## config.mk

```make
export PLATFORM = sky130hd
export DESIGN_NAME = npcs_ctrl
export DESIGN_NICKNAME = d
export VERILOG_FILES = /design/src/sv/npcs_pkg.sv /design/src/sv/npcs_ctrl.sv
export VERILOG_INCLUDE_DIRS = /design/src /design/src/sv
export SDC_FILE = /design/constraint.sdc
export NUM_CORES = 1
export LEC_CHECK = 0
export BUFFER_PORTS_ARGS = -buffer_cell sky130_fd_sc_hd__buf_4
export CAP_MARGIN = 10
export CORE_UTILIZATION = 49
export DETAILED_ROUTE_END_ITERATION = 8
export PLACE_DENSITY_LB_ADDON = 0.05
export SKIP_LAST_GASP = 1
export SLEW_MARGIN = 30
export SYNTH_ARGS = -nofsm -noshare
export SYNTH_HDL_FRONTEND = slang
export SYNTH_SLANG_ARGS = --single-unit
```

## constraint.sdc

```tcl
create_clock -name clk -period 4.8 [get_ports clk]
set_input_delay 1.44 -clock clk [delete_from_list [all_inputs] [get_ports clk]]
set_output_delay 1.44 -clock clk [all_outputs]
set_load 0.03 [all_outputs]
```

## src/sv/nearest_palette_color_search_unit_assert.svh

```systemverilog
// Assertion macros for the nearest palette colour search unit.
// Expects signals named clk and rst_n in the including module.
`ifndef NEAREST_PALETTE_COLOR_SEARCH_UNIT_ASSERT_SVH
`define NEAREST_PALETTE_COLOR_SEARCH_UNIT_ASSERT_SVH

// Same-cycle implication, checked out of reset.
`define NPCS_ASSERT_IMP(lbl, ante, cons, msg) \
  lbl: assert property (@(posedge clk) disable iff (!rst_n) (ante) |-> (cons)) else $error(msg);

// Next-cycle implication, checked out of reset.
`define NPCS_ASSERT_NXT(lbl, ante, cons, msg) \
  lbl: assert property (@(posedge clk) disable iff (!rst_n) (ante) |=> (cons)) else $error(msg);

`endif

```

## src/sv/npcs_pkg.sv

```systemverilog
// Shared types and constants for the nearest palette colour search unit.
// No dependencies.
`timescale 1ns / 1ps
`default_nettype none

package npcs_pkg;

  localparam int PAL_ENTRIES = 256;
  localparam int PAL_IDX_W   = $clog2(PAL_ENTRIES);
  localparam logic [PAL_IDX_W-1:0] PAL_LAST = PAL_IDX_W'(PAL_ENTRIES - 1);

  localparam int CH_W    = 8;
  localparam int ENTRY_W = 3 * CH_W;
  localparam int SQ_W    = 2 * CH_W;
  localparam int DIST_W  = 18;
  localparam int COLOR_W = 15;

  typedef enum logic {
    OP_LOAD  = 1'b0,
    OP_QUERY = 1'b1
  } npcs_op_t;

  typedef struct packed {
    logic                 load_we;
    logic                 start;
    logic                 issue;
    logic                 issue_last;
    logic [PAL_IDX_W-1:0] issue_addr;
    logic                 publish;
  } npcs_cmd_t;

  typedef struct packed {
    logic last_done;
  } npcs_stat_t;

endpackage

`default_nettype wire

```

## src/sv/npcs_ctrl.sv

```systemverilog
// Controller FSM: accepts items, sequences the palette scan, owns result valid.
// Depends on npcs_pkg and the assertion header.
`timescale 1ns / 1ps
`default_nettype none
`include "nearest_palette_color_search_unit_assert.svh"

module npcs_ctrl (
  input  wire logic                 clk,
  input  wire logic                 rst_n,
  input  wire logic                 in_tvalid,
  output logic                      in_tready,
  input  wire logic                 in_tuser,
  input  wire logic [7:0]           entry_index,
  output logic                      out_tvalid,
  input  wire logic                 out_tready,
  output npcs_pkg::npcs_cmd_t       cmd,
  input  wire npcs_pkg::npcs_stat_t stat
);
  import npcs_pkg::*;

  typedef enum logic [1:0] {
    ST_IDLE,
    ST_SCAN,
    ST_DRAIN,
    ST_PUB
  } state_t;

  state_t               state_r, state_nxt;
  logic [PAL_IDX_W-1:0] addr_r, addr_nxt;
  logic                 out_valid_r, out_valid_nxt;
  logic                 acc;

  assign in_tready  = (state_r == ST_IDLE);
  assign out_tvalid = out_valid_r;
  assign acc        = in_tvalid && in_tready;

  always_comb begin
    state_nxt     = state_r;
    addr_nxt      = addr_r;
    out_valid_nxt = out_valid_r;
    cmd           = '0;
    cmd.issue_addr = addr_r;
    cmd.issue_last = (addr_r == PAL_LAST);

    if (out_valid_r && out_tready) begin
      out_valid_nxt = 1'b0;
    end

    unique case (state_r)
      ST_IDLE: begin
        if (acc) begin
          if (npcs_op_t'(in_tuser) == OP_QUERY) begin
            cmd.start = 1'b1;
            addr_nxt  = '0;
            state_nxt = ST_SCAN;
          end else begin
            // the last entry stays black
            cmd.load_we = (entry_index < 8'(PAL_ENTRIES - 1));
          end
        end
      end
      ST_SCAN: begin
        cmd.issue = 1'b1;
        addr_nxt  = addr_r + PAL_IDX_W'(1);
        if (addr_r == PAL_LAST) begin
          state_nxt = ST_DRAIN;
        end
      end
      ST_DRAIN: begin
        if (stat.last_done) begin
          state_nxt = ST_PUB;
        end
      end
      ST_PUB: begin
        if (!out_valid_r || out_tready) begin
          cmd.publish   = 1'b1;
          out_valid_nxt = 1'b1;
          state_nxt     = ST_IDLE;
        end
      end
      default: state_nxt = ST_IDLE;
    endcase
  end

  always_ff @(posedge clk) begin
    if (!rst_n) begin
      state_r     <= ST_IDLE;
      addr_r      <= '0;
      out_valid_r <= 1'b0;
    end else begin
      state_r     <= state_nxt;
      addr_r      <= addr_nxt;
      out_valid_r <= out_valid_nxt;
    end
  end

  `NPCS_ASSERT_IMP(a_issue_blocks_in, cmd.issue, !in_tready, "intake open during scan")
  `NPCS_ASSERT_IMP(a_last_in_drain, stat.last_done, state_r == ST_DRAIN,
                   "scan finished outside drain")
  `NPCS_ASSERT_IMP(a_no_overwrite, cmd.publish, !out_valid_r || out_tready,
                   "pending result overwritten")
  `NPCS_ASSERT_NXT(a_publish_valid, cmd.publish, out_valid_r, "published result not valid")

endmodule

`default_nettype wire

```

After elaboration in Yosys (flattened, before gate mapping)
Cells that the tools add are included.
Cells by class
  add/sub/neg operators: 1
  muxes and demuxes: 19
  eq/ne operators: 9
  reduce and logical (&&, ||, !) cells: 8
  $lt $le $gt $ge: 1
Operators with widths (count)
  two-way mux 8 bit: 2
  one-hot mux 8 bit (2 select lines): 1
  two-way mux 2 bit: 7
  adder 8 x 1 -> 8 bit, second input constant: 1
  equality test 8 bit, second input constant: 1
  < comparator 8 bit, second input constant: 1
  two-way mux 1 bit: 8
  one-hot mux 2 bit (4 select lines): 1
  inequality test 2 bit, second input constant: 3
  AND reduction 5 bit: 1
  equality test 2 bit, second input constant: 2
  inequality test 2 x 1 -> 1 bit, second input constant: 2
  AND reduction 3 bit: 1
  equality test 2 x 1 -> 1 bit, second input constant: 1
  logical AND 1 bit: 2
  logical NOT 2 bit: 1
  nonzero test 2 bit: 1
  logical NOT 1 bit: 1
  logical OR 1 bit: 1
Storage, ports and cells
  word-level logic and storage cells: 41
  output and inout bits: 15
  bits of input ports: 14
  bits in registers: 11

Longest topological paths before layout
  depth after elaboration: 4
  gate-level depth with buffers: 6
  depth with buffers taken out: 6

Worst setup path after synthesis
Ideal clock, no wire load.
  path kind: input to output
  start point: input entry_index[0]
  end point: output cmd[12] (netlist name)
  arrival: 2.207 ns
  path slack: 1.153 ns
  buffers on the path: 0
  stages: 3
  data required time: 3.360 ns
  path through: nand4_1 > nor2_1 > nor3_1
RTL lines
  start, declared: line npcs_ctrl.sv:13  | input wire logic [7:0] entry_index,
  end, declared: line npcs_ctrl.sv:16  | output npcs_pkg::npcs_cmd_t cmd,

==> impl_metrics.csv <==
group,metric,value,unit
placement,pre_cts_ws,1.364,ns
worst_setup_path,rrSetupSlack,3.09,ns
worst_setup_path,crit_type,"input port to output pin",
sta,rsz0062_at_grt,"no",
worst_setup_path,cp-end-kind,"output pin",
min_path,min_from,"state_r[0]$_SDFFE_PN0P_",
yosys,synthCells,75,
global_route,grt_usage,0.2100,
floorplan,num_rows,13,
clock_network,hold_buffers,0,
run_status,status,"complete, no violations",
min_path,hold_path_end,"state_r[0]$_SDFFE_PN0P_",
yosys,synth_seq_cells,11,
worst_setup_path,r2r_cells,6,
yosys,synth-seq-area-share,0.3099,
finish,syn_to_final_growth,35.92,%
worst_setup_path,crit_path_start_kind,"input port",
yosys,netlist_area,710.7,sq um
floorplan,core_area,0.001318,sq mm
yosys,synth_nets,95,
sta,worstMarginPinSlew,0.5419,ns
clock_network,cts_num_sinks,11,
drt,routed.top_layer,"met4",
worst_setup_path,crit_path_max_fanout,1,
power_and_ir_drop,sw_frac_of_total,0.4496,
finish,fillers,107,
sta,max_freq,0.2915,GHz
yosys,synth_edf_count,0,
worst_setup_path,crit_required,3.36,ns
yosys,synth_area_per_cell,9.476,sq um
drt,met1_length,701,um
floorplan,start_util,0.5394,
power_and_ir_drop,p_leak,0.4059,nW
drt,met3RoutedLength,146,um
drt,routed-wl-met2,690,um
min_path,min_path_cells,2,
sta,finalSetupTns,0,ns
global_route,antenna_found_initial,0,
floorplan,fp.dieH,40.09,um
power_and_ir_drop,pwr-share-seq,0.285,
sta,drv_slew,0,
power_and_ir_drop,power.density,404.2,mW/mm^2
yosys,synth_top_area_share,0.3099,
clock_network,cts_buffer_depth,2,
global_route,grt_pass1_wl,2180,um
worst_setup_path,r2r_start,"state_r[0]$_SDFFE_PN0P_",
yosys,ys_top_cells_by_area,"dfxtp_1 31%, ha_1 11%, xnor2_1 7.4%, nor4_2 5.3%, nor2_1 4.2%",
power_and_ir_drop,p_int,0.0002149,W
clock_network,cts_buffers,3,
drt,vias,642,
yosys,synth-main-ff-cell,"dfxtp_1",
yosys,async_flop_share,0,
drt,wl_per_cell,12.90,um
sta,finalClockSkew,0.005566,ns
clock_network,clkTransAtPathRegs,0.07,ns
clock_network,clk_latency,0.28,ns
yosys,ys_types,28,
clock_network,htree_levels,1,
power_and_ir_drop,power_switching,0.0001755,W
floorplan,die_w,40.09,um
drt,drt-total-wl,1574,um
finish,drive_gt1_frac,0.3832,
power_and_ir_drop,comb_power_share,0.545,
global_route,grt_overflow,0,
placement,port_buffers,28,
sta,setup_viol,0,
sta,min_period,3.431,ns
power_and_ir_drop,ir_drop,255.5,uV
min_path,hp-class,"flop to flop",
drt,drt_first_pass_iters,4,
drt,viasPerCell,5.262,
global_route,grt_max_degree,11,
drt,antenna_left,0,
sta,hold_violations,0,
placement,hpwl,1209,um
yosys,synth_top_cell_by_area,"dfxtp_1",
floorplan,ioPinCount,29,
drt,drt_first_iter_violations,8,
sta,slew_headroom,0.6363,
drt,detail_route.drc_violations,0,
finish,fin_nets,128,
power_and_ir_drop,power_frac_clock,0.170,
floorplan,die-area,0.001607,sq mm
worst_setup_path,worstReg2RegEnd,"addr_r[7]$_SDFFE_PN0P_",
placement,place_congestion,0.7349,
sta,layout_setup_ws,1.369,ns
clock_network,ctsResizeCount,0,
clock_network,root_buffer,"clkbuf_4",
finish,diodes,0,
worst_setup_path,worstPathArrival,1.99,ns
job,max_cap_viol_count,0,
clock_network,cts_post_setup_buffers_inserted,0,
global_route,grt_pass1_vias,513,
clock_network,cts_tree,"done",
sta,post-route-period-util,0.7147,
yosys,synth_warnings,0,
[power by group through the flow]
stage                     Combinational, W  Sequential, W  Clock [W]
after floorplan                   0.000145       0.000117          0
after global placement            0.000201       0.000113          0
after detailed placement          0.000208       0.000113          0
after CTS                         0.000215       0.000111  0.0000660
after global routing              0.000234       0.000112  0.0000698
final                             0.000213       0.000111  0.0000663
[area by class of cell]
class                      instances  area, sq um  share of cell area
clock buffer                       4        26.28             0.02720
timing repair buffer              28        210.2              0.2176
multi-input combinational         59        471.7              0.4883
inverter                           5        18.77             0.01943
sequential                        11        220.2              0.2280
tap                               15        18.77             0.01943
[cell usage after synthesis, types with 3 or more instances]
master	count
dfxtp_1	11
nor2_1	8
ha_1	6
nand2_1	6
xnor2_1	6
inv_1	5
nor4_2	3
o21ai_0	3
[worst max-delay path by stage]
stage / startpoint / to / slack [ns] / cells after the start
final: entry_index[0] / cmd[12] / 1.37 / 5
after detailed placement: entry_index[0] / cmd[12] / 1.36 / 5
after global routing: out_tready / cmd[0] / 1.30 / 4
after floorplan: entry_index[0] / cmd[12] / 1.15 / 3
after CTS: entry_index[0] / cmd[12] / 1.36 / 5
after global placement: entry_index[0] / cmd[12] / 1.38 / 5
[layer usage]
metal,track usage,up-vias
met2,0.3226,31
met3,0.05000,7
met1,0.2551,278
met4,0.1466,0
met5,0,-
li1,-,326
[per-stage QoR]
| stage | utilization | std cells | instance area, sq um | total power [W] | hold slack [ns] |
|---|---|---|---|---|---|
| 3_5_place_dp | 0.7132 | 118 | 939.7 | 0.0003215 | 0.4970 |
| 4_1_cts | 0.7331 | 122 | 965.9 | 0.0003925 | 0.5076 |
| 3_3_place_gp | 0.7132 | 118 | 939.7 | 0.0003140 | 0.4873 |
| 2_1_floorplan | - | 75 | 710.7 | 0.0002615 | 0.4677 |
| 6_report | 0.7331 | 122 | 965.9 | 0.0003905 | 0.5079 |
| 5_1_grt | 0.7331 | 122 | 965.9 | 0.0004156 | 0.5158 |
[registers in the layout, summed over array words and instances, names as in the netlist]
| register | cells |
|---|---|
| addr_r | 8 |
| state_r | 2 |
| out_tvalid | 1 |
[cells by family (layout without fill, tap and decap cells)]
group / Yosys count / count (layout) / share of synthesized area
compound gates: 11 / 11 / 0.1391
xor+xnor: 6 / 6 / 0.07394
fa+ha+maj: 6 / 6 / 0.1056
buf+inv: 5 / 37 / 0.02641
flops: 11 / 11 / 0.3099
mux: 2 / 2 / 0.02817
simple gates: 34 / 34 / 0.3169
[cell usage in the layout, fill, tap and decap left out, drive strengths merged]
cell / instances
nor4: 3
ha: 6
o21a: 1
a2111oi: 1
nand2b: 2
nor2b: 2
nor4b: 1
nor3: 2
inv: 5
nand4: 3
nand3b: 1
nor2: 9
or3b: 1
buf: 28
a21oi: 1
o21ai: 5
nand3: 3
a21boi: 3
dfxtp: 11
mux2i: 2
and3: 1
nand2: 6
clkbuf: 4
xnor2: 6
[critical path, stage by stage]
cell and delay [ns]:
buf_4 0.11, nand4_1 0.08, nor2_1 0.05, nor3_1 0.13, buf_4 0.19
Note: power is estimated with default switching activity, not from simulation.
